File: config.mk
export PLATFORM = sky130hd
export DESIGN_NAME = tgr_front
export DESIGN_NICKNAME = d
export VERILOG_FILES = /design/src/rtl/tgr_pkg.sv /design/src/rtl/tgr_front.sv
export SDC_FILE = /design/constraint.sdc
export NUM_CORES = 1
export LEC_CHECK = 0
export ABC_AREA = 0
export ABC_CLOCK_PERIOD_IN_PS = 4400
export BUFFER_PORTS_ARGS = -buffer_cell sky130_fd_sc_hd__buf_4
export CAP_MARGIN = 40
export CORE_MARGIN = 2
export CORE_UTILIZATION = 45
export DETAILED_ROUTE_END_ITERATION = 12
export PLACE_DENSITY = 0.87
export REMOVE_ABC_BUFFERS = 1
export SYNTH_ARGS = -nofsm -noshare
export SYNTH_HDL_FRONTEND = slang
export SYNTH_SLANG_ARGS = --single-unit
File: constraint.sdc
create_clock -name i_clk -period 4.4 [get_ports i_clk]
set_input_delay 0.88 -clock i_clk [delete_from_list [all_inputs] [get_ports i_clk]]
set_output_delay 0.88 -clock i_clk [all_outputs]
set_load 0.05 [all_outputs]
File: src/rtl/tgr_pkg.sv
// Shared types and constants of the text glyph row renderer.
// No dependencies; imported by every module of the block.
package tgr_pkg;

    localparam int FONT_STORE_BYTES = 8192;
    localparam int FONT_AW          = $clog2(FONT_STORE_BYTES);
    localparam int GLYPH_ROWS       = 16;
    localparam int ROW_W            = $clog2(GLYPH_ROWS);
    localparam int GLYPH_COLUMNS    = 8;

    localparam int CHAR_W    = 8;
    localparam int STRIDE_W  = 6;
    localparam int GBASE_W   = CHAR_W + STRIDE_W;
    localparam int RSUM_W    = ((GBASE_W > FONT_AW) ? GBASE_W : FONT_AW) + 1;

    localparam int QUEUE_DEPTH = 4;
    localparam int QUEUE_AW    = $clog2(QUEUE_DEPTH);

    localparam int APB_AW    = 5;
    localparam int REG_IDX_W = 3;

    localparam logic [CHAR_W-1:0] NEWLINE_CODE = 8'd10;

    localparam logic CMD_FONT_WRITE = 1'b0;
    localparam logic CMD_PUT_CHAR   = 1'b1;

    localparam logic [REG_IDX_W-1:0] REG_SCREEN_WIDTH = 3'd0;
    localparam logic [REG_IDX_W-1:0] REG_LINE_PITCH   = 3'd1;
    localparam logic [REG_IDX_W-1:0] REG_FRAME_BASE   = 3'd2;
    localparam logic [REG_IDX_W-1:0] REG_DRAW_COLOR   = 3'd3;
    localparam logic [REG_IDX_W-1:0] REG_GLYPH_STRIDE = 3'd4;

    typedef struct packed {
        logic                command;
        logic [FONT_AW-1:0]  font_address;
        logic [7:0]          font_byte;
        logic [CHAR_W-1:0]   character;
    } t_in_item;

    typedef struct packed {
        logic [31:0] pixel_address;
        logic [7:0]  row_mask;
        logic [31:0] pixel_color;
        logic        last_row;
    } t_out_item;

    typedef struct packed {
        logic [15:0]         screen_width;
        logic [15:0]         line_pitch;
        logic [31:0]         frame_base;
        logic [31:0]         draw_color;
        logic [STRIDE_W-1:0] glyph_stride;
    } t_cfg;

    typedef struct packed {
        logic                command;
        logic [FONT_AW-1:0]  font_address;
        logic [7:0]          font_byte;
        logic [CHAR_W-1:0]   character;
        logic [15:0]         cursor_x;
        logic [15:0]         cursor_y;
    } t_job;

    typedef struct packed {
        logic full;
        logic empty;
    } t_queue_status;

endpackage

File: src/rtl/tgr_front.sv
// Front end: accepts items, keeps the text cursor and queues jobs.
// Depends on tgr_pkg.
module tgr_front
    import tgr_pkg::*;
(
    input  logic          i_clk,
    input  logic          i_rst_n,
    input  logic          i_in_valid,
    output logic          o_in_stall,
    input  t_in_item      i_in_item,
    input  logic [15:0]   i_screen_width,
    input  t_queue_status i_queue,
    output logic          o_push,
    output t_job          o_job
);

    logic [15:0] r_cursor_x;
    logic [15:0] r_cursor_y;
    logic [15:0] n_cursor_x;
    logic [15:0] n_cursor_y;
    logic        accept;
    logic        is_char;
    logic        is_newline;
    logic        wrap;

    always_comb begin
        o_in_stall = i_queue.full;
        accept     = i_in_valid && !i_queue.full;
        is_char    = (i_in_item.command == CMD_PUT_CHAR);
        is_newline = (i_in_item.character == NEWLINE_CODE);
        wrap       = (r_cursor_x > i_screen_width) || is_newline;
        // advance before draw: the glyph lands at the moved cursor
        if (wrap) begin
            n_cursor_x = '0;
            n_cursor_y = r_cursor_y + 16'(GLYPH_ROWS);
        end else begin
            n_cursor_x = r_cursor_x + 16'(GLYPH_COLUMNS);
            n_cursor_y = r_cursor_y;
        end
        o_push = accept && (!is_char || !is_newline);
        o_job  = '{command:      i_in_item.command,
                   font_address: i_in_item.font_address,
                   font_byte:    i_in_item.font_byte,
                   character:    i_in_item.character,
                   cursor_x:     n_cursor_x,
                   cursor_y:     n_cursor_y};
    end

    always_ff @(posedge i_clk) begin
        if (!i_rst_n) begin
            r_cursor_x <= '0;
            r_cursor_y <= '0;
        end else if (accept && is_char) begin
            r_cursor_x <= n_cursor_x;
            r_cursor_y <= n_cursor_y;
        end
    end

endmodule

==> out/metrics.yaml <==
layoutNonFillerInstCount: 422
ir_worst_vdd_uv: 123.3
yosysWarningCount: 0
drtIter0Drc: 171
drc: 0
timing_hold_violations_final: 0
routed_wirelength_um: 6237
routedWlPerCell_um: 14.78
period_needed_ns: 4.083
vias: 2339
root_buffer: "clkbuf_8"
synth_seq_cells: 28
ios: 115
slew_headroom: 0.5848
worstPathRequired_ns: 3.52
hold_buffers: 0
yosysTopAreaCell: "dfxtp_1"
critPathMaxFanout: 14
die_area_mm2: 0.006068
synth_top_area_share: 0.2281
fin_area_mm2: 0.002810
die_h_um: 77.90
antenna_left: 0
path_clk_slew_ns: 0.09
syn2layout_area_growth_pct: 14.36
core_area_mm2: 0.005172
yosys-top-cells-area: "dfxtp_1 (23%), buf_4 (11%), ha_1 (9.2%)"
final_cell_mix: "buf_4 (70), nor2_1 (29), nand2_1 (28), dfxtp_1 (28), nand3_1 (22)"
antenna_found_initial: 0
clkSinkCount: 28
track_usage: 0.1982
critPathCaptureType: "output port"
fmax_ghz: 0.2449
portBuffers: 67
grt_pass1_vias: 2117
drv_cap: 0
grt-ovfl-total: 0
arrival_ns: 3.20
fin_worst_skew_ns: 0.002874
cts_setup_buffers: 0
n_antenna_cell: 0
gp_congestion: 0.8059
worstSetupStartpointType: "input port"
place_inst: 418
cts_tree: "built"
holdWs_ns: 0.4806
power_leakage_nw: 1.312
die_x_um: 77.90
period_share: 0.9280
drive_gt1_frac: 0.2330
hpwl_um: 4699
grt_max_degree: 26
worstMarginPinSlew_ns: 0.6208
setup_viol: 0
clock_path_buffers: 2
nFillCells: 503
drv_slew: 0
grt_first_pass_wirelength_um: 9735
worstSetupPathType: "input port to output port"
final_common_cell: "buf_4"
hold_depth: 2
run_status: "finished clean"
final_nets: 422
clock_latency_ns: 0.27
place_area_mm2: 0.002755
syn_area_per_cell_um2: 7.561
cts.htree.levels: 1
num_rows: 26
ys_seq_area_frac: 0.2281
via_per_inst: 5.543
syn-cell-area_mm2: 0.002457
reg2regPathDepth: 7
rsz0062_at_grt: "no"
netlist_instances: 325
cts_resized: 0
start_util: 0.4751
yosysUniqueCellTypes: 41
dr.pass1.iters: 6
cts_buffers: 3
hold_path_class: "flop to flop"
power.density_mw_per_mm2: 182.1
metal layers:
metal / GRT usage / vias to the layer above / share of wire
met5: 0 / - / 0
met4: 0.05614 / 0 / 0.013
met3: 0.05930 / 10 / 0.10
met2: 0.3086 / 111 / 0.44
met1: 0.2653 / 1075 / 0.45
li1: - / 1143 / -
cell type report:
cell class,instances,area (um^2),share of cell area
well taps,70,87.58,0.03117
clock buffers,4,55.05,0.01959
multi-input cells,230,1506,0.5361
inverters,20,75.07,0.02671
flip-flops and latches,28,560.5,0.1995
repair buffers,70,525.5,0.1870
cells by family after synthesis:
family	Yosys count	synth area share
AOI/OAI and AO/OA	39	0.09878
xor gates and xnor gates	22	0.07841
adders and majority gates	18	0.09165
buffers and inverters	70	0.1660
DFF	28	0.2281
muxes	7	0.02902
other	1	0.001526
and+or+nand+nor	140	0.3065
registers in the layout, indices dropped and copies added, names as in the netlist:
signal and cells:
r_cursor_y 12, r_cursor_x 16
synth_stat cells, drive strengths merged:
library cell,instances
a211oi,1
a21o,1
a21oi,12
a221o,1
a31oi,4
a41oi,2
and2,2
and3,12
buf,41
clkbuf,9
clkinv,1
conb,1
dfxtp,28
ha,18
inv,19
mux2,1
mux2i,6
nand2,28
nand2b,6
nand3,22
nand4,6
nand4b,1
nor2,29
nor2b,5
nor3,10
nor4,11
nor4bb,1
o211a,1
o211ai,3
o21ai,11
o31ai,3
or2,1
or3,1
or4,5
xnor2,13
xor2,9
metrics by stage:
stage	setup slack [ns]	power, mW	TNS (ns)	utilization
after CTS	0.3468	0.5138	0	0.5433
final	0.3170	0.5118	0	0.5433
after floorplan	-0.4669	0.2966	-3.387	-
after detailed placement	0.3827	0.3567	0	0.5327
after global placement	0.4310	0.3556	0	0.5327
after global routing	0.1791	0.5318	0	0.5433
critical path, cell delays in order:
cell	delay, ns
buf_4	0.08
inv_1	0.03
ha_1	0.32
nand4_1	0.15
nor3_1	0.26
a211oi_2	0.13
a31oi_2	0.57
buf_4	0.30
nand2_1	0.09
xnor2_1	0.16
buf_4	0.23
report_power, final:
part           leakage [nW]  internal, mW  switching [mW]
registers             0.226         0.254         0.00104
logic                  1.06        0.0348          0.0621
clock network        0.0288        0.0801          0.0800
total                  1.31         0.369           0.143
worst paths after layout:
path	start	endpoint	slack [ns]
setup / recovery	i_screen_width[15]	o_job[10]	0.32
hold / removal	r_cursor_x[0]$_SDFFE_PN0P_	r_cursor_x[0]$_SDFFE_PN0P_	0.48
setup reg to reg	r_cursor_x[5]$_SDFFE_PN0P_	r_cursor_y[4]$_SDFFE_PN0P_	1.67
hold reg to reg	r_cursor_x[0]$_SDFFE_PN0P_	r_cursor_x[0]$_SDFFE_PN0P_	0.48
Power figures use the tool's default switching activity.
