**src/rtl/tgr_pkg.sv**
```systemverilog
// Shared types and constants of the text glyph row renderer.
// No dependencies; imported by every module of the block.
package tgr_pkg;

    localparam int FONT_STORE_BYTES = 8192;
    localparam int FONT_AW          = $clog2(FONT_STORE_BYTES);
    localparam int GLYPH_ROWS       = 16;
    localparam int ROW_W            = $clog2(GLYPH_ROWS);
    localparam int GLYPH_COLUMNS    = 8;

    localparam int CHAR_W    = 8;
    localparam int STRIDE_W  = 6;
    localparam int GBASE_W   = CHAR_W + STRIDE_W;
    localparam int RSUM_W    = ((GBASE_W > FONT_AW) ? GBASE_W : FONT_AW) + 1;

    localparam int QUEUE_DEPTH = 4;
    localparam int QUEUE_AW    = $clog2(QUEUE_DEPTH);

    localparam int APB_AW    = 5;
    localparam int REG_IDX_W = 3;

    localparam logic [CHAR_W-1:0] NEWLINE_CODE = 8'd10;

    localparam logic CMD_FONT_WRITE = 1'b0;
    localparam logic CMD_PUT_CHAR   = 1'b1;

    localparam logic [REG_IDX_W-1:0] REG_SCREEN_WIDTH = 3'd0;
    localparam logic [REG_IDX_W-1:0] REG_LINE_PITCH   = 3'd1;
    localparam logic [REG_IDX_W-1:0] REG_FRAME_BASE   = 3'd2;
    localparam logic [REG_IDX_W-1:0] REG_DRAW_COLOR   = 3'd3;
    localparam logic [REG_IDX_W-1:0] REG_GLYPH_STRIDE = 3'd4;

    typedef struct packed {
        logic                command;
        logic [FONT_AW-1:0]  font_address;
        logic [7:0]          font_byte;
        logic [CHAR_W-1:0]   character;
    } t_in_item;

    typedef struct packed {
        logic [31:0] pixel_address;
        logic [7:0]  row_mask;
        logic [31:0] pixel_color;
        logic        last_row;
    } t_out_item;

    typedef struct packed {
        logic [15:0]         screen_width;
        logic [15:0]         line_pitch;
        logic [31:0]         frame_base;
        logic [31:0]         draw_color;
        logic [STRIDE_W-1:0] glyph_stride;
    } t_cfg;

    typedef struct packed {
        logic                command;
        logic [FONT_AW-1:0]  font_address;
        logic [7:0]          font_byte;
        logic [CHAR_W-1:0]   character;
        logic [15:0]         cursor_x;
        logic [15:0]         cursor_y;
    } t_job;

    typedef struct packed {
        logic full;
        logic empty;
    } t_queue_status;

endpackage

```
**src/rtl/tgr_queue.sv**
```systemverilog
// Short job queue between front end and render engine.
// Depends on tgr_pkg.
module tgr_queue
    import tgr_pkg::*;
(
    input  logic          i_clk,
    input  logic          i_rst_n,
    input  logic          i_push,
    input  t_job          i_job,
    input  logic          i_pop,
    output t_job          o_job,
    output t_queue_status o_status
);

    t_job                r_entry [QUEUE_DEPTH];
    logic [QUEUE_AW-1:0] r_wr_ptr;
    logic [QUEUE_AW-1:0] r_rd_ptr;
    logic [QUEUE_AW:0]   r_count;

    always_comb begin
        o_job          = r_entry[r_rd_ptr];
        o_status.full  = (r_count == (QUEUE_AW+1)'(QUEUE_DEPTH));
        o_status.empty = (r_count == '0);
    end

    always_ff @(posedge i_clk) begin
        if (i_push) begin
            r_entry[r_wr_ptr] <= i_job;
        end
    end

    always_ff @(posedge i_clk) begin
        if (!i_rst_n) begin
            r_wr_ptr <= '0;
            r_rd_ptr <= '0;
            r_count  <= '0;
        end else begin
            if (i_push) begin
                r_wr_ptr <= r_wr_ptr + QUEUE_AW'(1);
            end
            if (i_pop) begin
                r_rd_ptr <= r_rd_ptr + QUEUE_AW'(1);
            end
            if (i_push && !i_pop) begin
                r_count <= r_count + (QUEUE_AW+1)'(1);
            end else if (i_pop && !i_push) begin
                r_count <= r_count - (QUEUE_AW+1)'(1);
            end
        end
    end

endmodule

```
**config.mk**
```make
export PLATFORM = sky130hd
export DESIGN_NAME = tgr_queue
export DESIGN_NICKNAME = d
export VERILOG_FILES = /design/src/rtl/tgr_pkg.sv /design/src/rtl/tgr_queue.sv
export SDC_FILE = /design/constraint.sdc
export NUM_CORES = 1
export LEC_CHECK = 0
export ABC_AREA = 1
export BUFFER_PORTS_ARGS = -buffer_cell sky130_fd_sc_hd__buf_4
export CAP_MARGIN = 0
export CORE_ASPECT_RATIO = 0.5
export CORE_MARGIN = 5
export CORE_UTILIZATION = 52
export DETAILED_ROUTE_END_ITERATION = 8
export GPL_ROUTABILITY_DRIVEN = 0
export HOLD_SLACK_MARGIN = 0.05
export PLACE_DENSITY = 0.76
export SETUP_SLACK_MARGIN = 0.15
export SLEW_MARGIN = 0
export SYNTH_ARGS = -nofsm -noshare
export SYNTH_HDL_FRONTEND = slang
export SYNTH_SLANG_ARGS = --single-unit
```
**constraint.sdc**
```tcl
create_clock -name i_clk -period 2.4 [get_ports i_clk]
set_clock_uncertainty 0.2 [all_clocks]
set_input_delay 0.12 -clock i_clk [delete_from_list [all_inputs] [get_ports i_clk]]
set_output_delay 0.12 -clock i_clk [all_outputs]
set_load 0.03 [all_outputs]
```
==> flow_summary.ini, run 1 <==
[place]
portBuffers = 129
dpl-instance-area_um2 = 11500
dpl.hpwl_um = 12200
numPlacedInstances = 1030

[clock_tree]
clkSlewWorstSetupHoldPaths_ns = 0.07
cts_tree = built
insertion_delay_ns = 0.50
cts_sinks = 257
cts_max_level = 1
clockBufferDepth = 3
numCtsBuffers = 22
cts_root_buffer = clkbuf_16

[worst_setup_path]
path_cells = buf_16 -> nor2_1 -> o22ai_2 -> buf_4
crit_fanout = 62
critPathSlowestCell = dfxtp_4
worstSetupPathType = reg -> out
cp-start-kind = register
max_stage_delay_ns = 0.50
cp_data_arrival_time_ns = 1.85
cp.required_ns = 2.08
cp-end-kind = output port

[detailed_routing]
drt_iter0_markers = 502
drt-total-wl_um = 23200
drtPass1Iterations = 5
ant_nets = 0
viasPerCell = 5.49
route.detailed.drc = 0
routed-via-count = 6262
routedWlPerCell_um = 20.3

[sta]
fin_crit_sh = 0.906
setup_tns_ns = 0
max_freq_mhz = 460
slew_violations = 0
period_needed_ns = 2.17
setup_viol = 0
slew_headroom = 0.640
rsz0062_at_grt = no
worst_slew_pin_slew_ns = 0.540
hold_viol_final = 0

[synth]
syn-num-nets = 730
ys_ff_latch = 257
syn_avg_cell_area_um2 = 15.5
synth_edf_count = 248
synthTopCellsByCount = edfxtp_1, o21ai_0, nor2_1, nor2_2, o22ai_2
syn_inst = 658
synth_most_common_cell = edfxtp_1
async_flop_share = 0
synth_area_um2 = 10200
ys.warnings.count = 0
yosys.area.top_type = edfxtp_1
synthTopCellsByArea = edfxtp_1, o22ai_2, o21ai_0, nor2_2, nor2_1
synth_top_area_frac = 0.729
yosys_most_used_dff = edfxtp_1
synth_cell_types = 24
ys_seq_area_frac = 0.747

[layout]
stdcell_area_um2 = 13000
nFillCells = 1270
area_growth_pct = 27.3
drive_gt1_frac = 0.355
fin_util = 0.671
insertedDiodeCount = 0
fin_nets = 931
stdcell_count = 1141

[power]
peakVddDrop_v = 0.000475
p_leak_nw = 4.55
p_per_area_nw_per_um2 = 804

[grt]
grt_use_total = 0.198
grt_max_degree = 63
grt_pass1_vias = 6617
overflow = 0
antenna_found_initial = 0
grt_pass1_wl_um = 35200

[floorplan]
die_w_um = 208
rows = 36
die_h_um = 109
core_um2 = 19400
dieArea_um2 = 22700
num_io_pins = 130
start_util = 0.527

[min_path]
hold_class = in -> reg

[job]
max_cap_violations = 0

[status]
status = completed
==> what timing repair did <==
item / CTS / global route
endpoints found under the hold margin: 257 / 0
setup endpoints to repair: 62 / 56
gates resized for setup: 5 / 14
cloned: 2 / 1
setup buffers: 0 / 1
hold buffers: 67 / 0
==> sequential cells by signal, indices dropped and copies added, names as in the netlist, named ones only <==
signal	cells
r_count	3
r_rd_ptr	2
r_wr_ptr	2
r_entry	248
==> worst max-delay path, delay by kind of cell (launching register included) <==
family / cells / cell delay (ns)
flip-flops: 1 / 0.50
AO/OA/AOI/OAI: 1 / 0.18
AND/OR/NAND/NOR: 1 / 0.12
buffers and inverters: 2 / 0.54
==> worst paths after layout <==
path	from	endpoint	slack (ns)	depth (start not counted)
max	register	o_job[50]	0.23	4
min	i_job[56]	r_entry[2][56]$_DFFE_PP_	0.16	2
max reg2reg	r_count[1]$_SDFFE_PN0P_	r_count[1]$_SDFFE_PN0P_	0.45	4
min reg2reg	r_rd_ptr[1]$_SDFFE_PN0P_	register	0.26	1
==> metrics by stage <==
step           worst slack (ns)  total power, mW  hold slack [ns]
2_1_floorplan             0.225             6.14           0.0189
3_3_place_gp              0.537             6.63            0.119
3_5_place_dp              0.515             6.67            0.122
4_1_cts                   0.148             10.5            0.145
5_1_grt                   0.150             10.8            0.155
6_report                  0.226             10.5            0.160
==> kinds of logic (layout without fill, tap and decap cells) <==
logic type / Yosys count / in the layout / share of synthesized area
buf+inv: 57 / 274 / 0.0372
flops: 257 / 257 / 0.747
fa+ha+maj: 6 / 6 / 0.00809
compound gates: 196 / 196 / 0.140
simple gates: 142 / 142 / 0.0675
==> placed cells by master (no fill, tap or decap), types with 2 or more instances in the layout <==
master	n
a21oi_1	4
ha_1	4
o22ai_1	2
nor3_1	2
buf_12	9
nand2_1	9
o21ai_0	111
buf_4	137
bufinv_16	4
clkbuf_1	3
clkinv_1	6
nor2_2	60
o22ai_2	60
dfxtp_1	7
o21ai_1	19
clkinvlp_4	6
dlygate4sd3_1	67
buf_16	2
nor2_1	69
inv_1	11
edfxtp_1	248
clkbuf_16	24
clkinv_2	2
==> per-layer routing <==
layer	wire length, um	vias up	track usage
li1	-	2868	-
met1	9360	3146	0.254
met2	12000	208	0.357
met3	1300	40	0.0354
met4	490	0	0.0496
met5	0	-	0
==> layout make-up <==
cell class | instances | area, um^2 | area share
Timing Repair Buffer | 216 | 1960 | 0.151
Sequential cell | 257 | 7630 | 0.587
Timing Repair inverter | 1 | 11.3 | 0.000866
Multi-Input combinational cell | 344 | 2210 | 0.170
Inverter | 17 | 97.6 | 0.00751
Clock buffer | 26 | 587 | 0.0451
Tap cell | 266 | 333 | 0.0256
Clock inverter | 14 | 168 | 0.0129
==> power breakdown <==
group	switching (mW)	internal [mW]	total (mW)
combinational	0.953	0.585	1.54
sequential	0.0603	5.12	5.18
clock	1.56	2.18	3.74
Power figures use the tool's default switching activity.
==> run 2: changes to the inputs <==
--- a/config.mk
+++ b/config.mk
@@ -9,12 +9,13 @@
 export BUFFER_PORTS_ARGS = -buffer_cell sky130_fd_sc_hd__buf_4
 export CAP_MARGIN = 0
 export CORE_ASPECT_RATIO = 0.5
-export CORE_MARGIN = 5
+export CORE_MARGIN = 4
 export CORE_UTILIZATION = 52
 export DETAILED_ROUTE_END_ITERATION = 8
 export GPL_ROUTABILITY_DRIVEN = 0
 export HOLD_SLACK_MARGIN = 0.05
 export PLACE_DENSITY = 0.76
+export RECOVER_POWER = 100
 export SETUP_SLACK_MARGIN = 0.15
 export SLEW_MARGIN = 0
 export SYNTH_ARGS = -nofsm -noshare
==> run 2 against run 1 <==
Compared with the run above: via count grew 0.22%; sequential share of layout area grew 2.0 points; non-clock buffer count rose by 1; critical endpoint is now o_job[17]; critical path depth is 1 higher; wire length grew 0.83%; flip-flop and latch count did not move; global-route usage is 0.50 points higher; register-to-register slack got worse by 0.23 ns; critical path type unchanged; die area fell by 2.8%.
==> flow_summary.ini, run 2 (same netlist as run 1, synthesis figures left out) <==
[clock_tree]
numCtsBuffers = 23
clkSlewWorstSetupHoldPaths_ns = 0.06
insertion_delay_ns = 0.51
cts_max_level = 1
cts_tree = built
clockBufferDepth = 3
cts_root_buffer = clkbuf_16
cts_sinks = 257

[sta]
whs_ns = 0.202
max_freq_mhz = 428
slew_headroom = 0.302
hold_viol_final = 0
fin_crit_sh = 0.975
setup_slack_ns = 0.0609
period_needed_ns = 2.34
slew_violations = 0
setup_viol = 0
worst_slew_pin_slew_ns = 1.05
rsz0062_at_grt = yes

[place]
portBuffers = 129
dpl.hpwl_um = 11900
dp_slack_ns = 0.597
numPlacedInstances = 1023

[worst_setup_path]
cp-end-kind = output port
crit_fanout = 19
rr_startpoint = r_wr_ptr[0]$_SDFFE_PN0P_
cp_data_arrival_time_ns = 2.02
worstSetupPathType = reg -> out
cp.required_ns = 2.08
cp-start-kind = register

[layout]
insertedDiodeCount = 0
nFillCells = 1388
largestRegisters = r_entry x248, r_count x3
final_cell_mix = edfxtp_1, o21ai_0, nor2_1
stdcell_count = 1138
drive_gt1_frac = 0.282
final_common_cell = edfxtp_1
fin_nets = 934
regMostFlops = r_entry
area_growth_pct = 23.1
largest_reg_flops = 248

[floorplan]
die_h_um = 107
rows = 35
dieArea_um2 = 22100
num_io_pins = 130
core_um2 = 18800
start_util = 0.542
die_w_um = 206

[power]
power_mw = 10.2
peakVddDrop_v = 0.000440
p_per_area_nw_per_um2 = 815
p_leak_nw = 4.28

[detailed_routing]
drt-total-wl_um = 23300
drt_iter0_markers = 447
routed-via-count = 6276
route.detailed.drc = 0
drtPass1Iterations = 5
viasPerCell = 5.51
ant_nets = 0
routedWlPerCell_um = 20.5

[grt]
grt_pass1_vias = 6566
grt_pass1_wl_um = 35000
antenna_found_initial = 0
grt_max_degree = 76
grt_use_total = 0.203
overflow = 0

[status]
status = completed

[job]
max_cap_violations = 0

[min_path]
hold_class = in -> reg
hold_start = i_job[7]
-- run 2: cell types whose count changed in the layout (fill, tap and decap cells not counted), sizes merged --
cell / before / now
buf: 148 / 48
clkbuf: 27 / 126
clkinv: 8 / 13
inv: 14 / 17
clkinvlp: 6 / 4
bufinv: 4 / 3
-- run 2: routing by layer --
| layer | GRT usage | up-vias | wire, um |
|---|---|---|---|
| met1 | 0.267 | 3186 | 9910 |
| met5 | 0 | - | 0 |
| li1 | - | 2877 | - |
| met4 | 0.0498 | 0 | 442 |
| met2 | 0.355 | 176 | 11700 |
| met3 | 0.0348 | 37 | 1250 |
-- run 2: what timing repair did --
| item | CTS | global route |
|---|---|---|
| endpoints found under the hold margin | 265 | 0 |
| buffers inserted | 0 | 2 |
| resized for setup | 7 | 8 |
| hold buffers | 67 | 0 |
| cloned | 1 | 3 |
| setup endpoints to repair | 60 | 26 |
-- run 2: critical path, cell delays in order, from the launching register on --
cell and delay, ns:
dfxtp_4 0.40, inv_4 0.28, clkbuf_2 0.30, o21ai_0 0.15
o22ai_2 0.17, buf_4 0.19
-- run 2: path summary, 6_finish.rpt --
path	end	slack, ns	cells past startpoint
setup / recovery	o_job[17]	0.06	5
hold / removal	r_entry[3][7]$_DFFE_PP_	0.20	2
setup reg to reg	r_entry[2][40]$_DFFE_PP_	0.22	5
hold reg to reg	register	0.24	1
-- run 2: power breakdown --
part | switching, mW | internal, mW | total [mW] | leakage (nW)
clock | 1.55 | 2.08 | 3.63 | 0.368
combinational | 0.950 | 0.480 | 1.43 | 1.56
sequential | 0.0601 | 5.12 | 5.18 | 2.35
-- run 2: cell type report --
cell class	instances	area (um^2)	share of cell area
timing repair buffer	217	1560	0.124
multi-input combinational	344	2210	0.175
clock inverter	18	163	0.0129
clock buffer	24	579	0.0461
timing repair inverter	2	31.3	0.00249
tap	259	324	0.0258
inverter	17	76.3	0.00607
sequential	257	7630	0.607
-- run 2: stage by stage --
step / TNS (ns) / util / cell area [um^2]
6_report: 0 / 0.668 / 12600
5_1_grt: -0.0205 / 0.668 / 12600
4_1_cts: 0 / 0.686 / 12900
3_5_place_dp: 0 / 0.608 / 11400
3_3_place_gp: 0 / 0.608 / 11400
2_1_floorplan: 0 / - / 10200
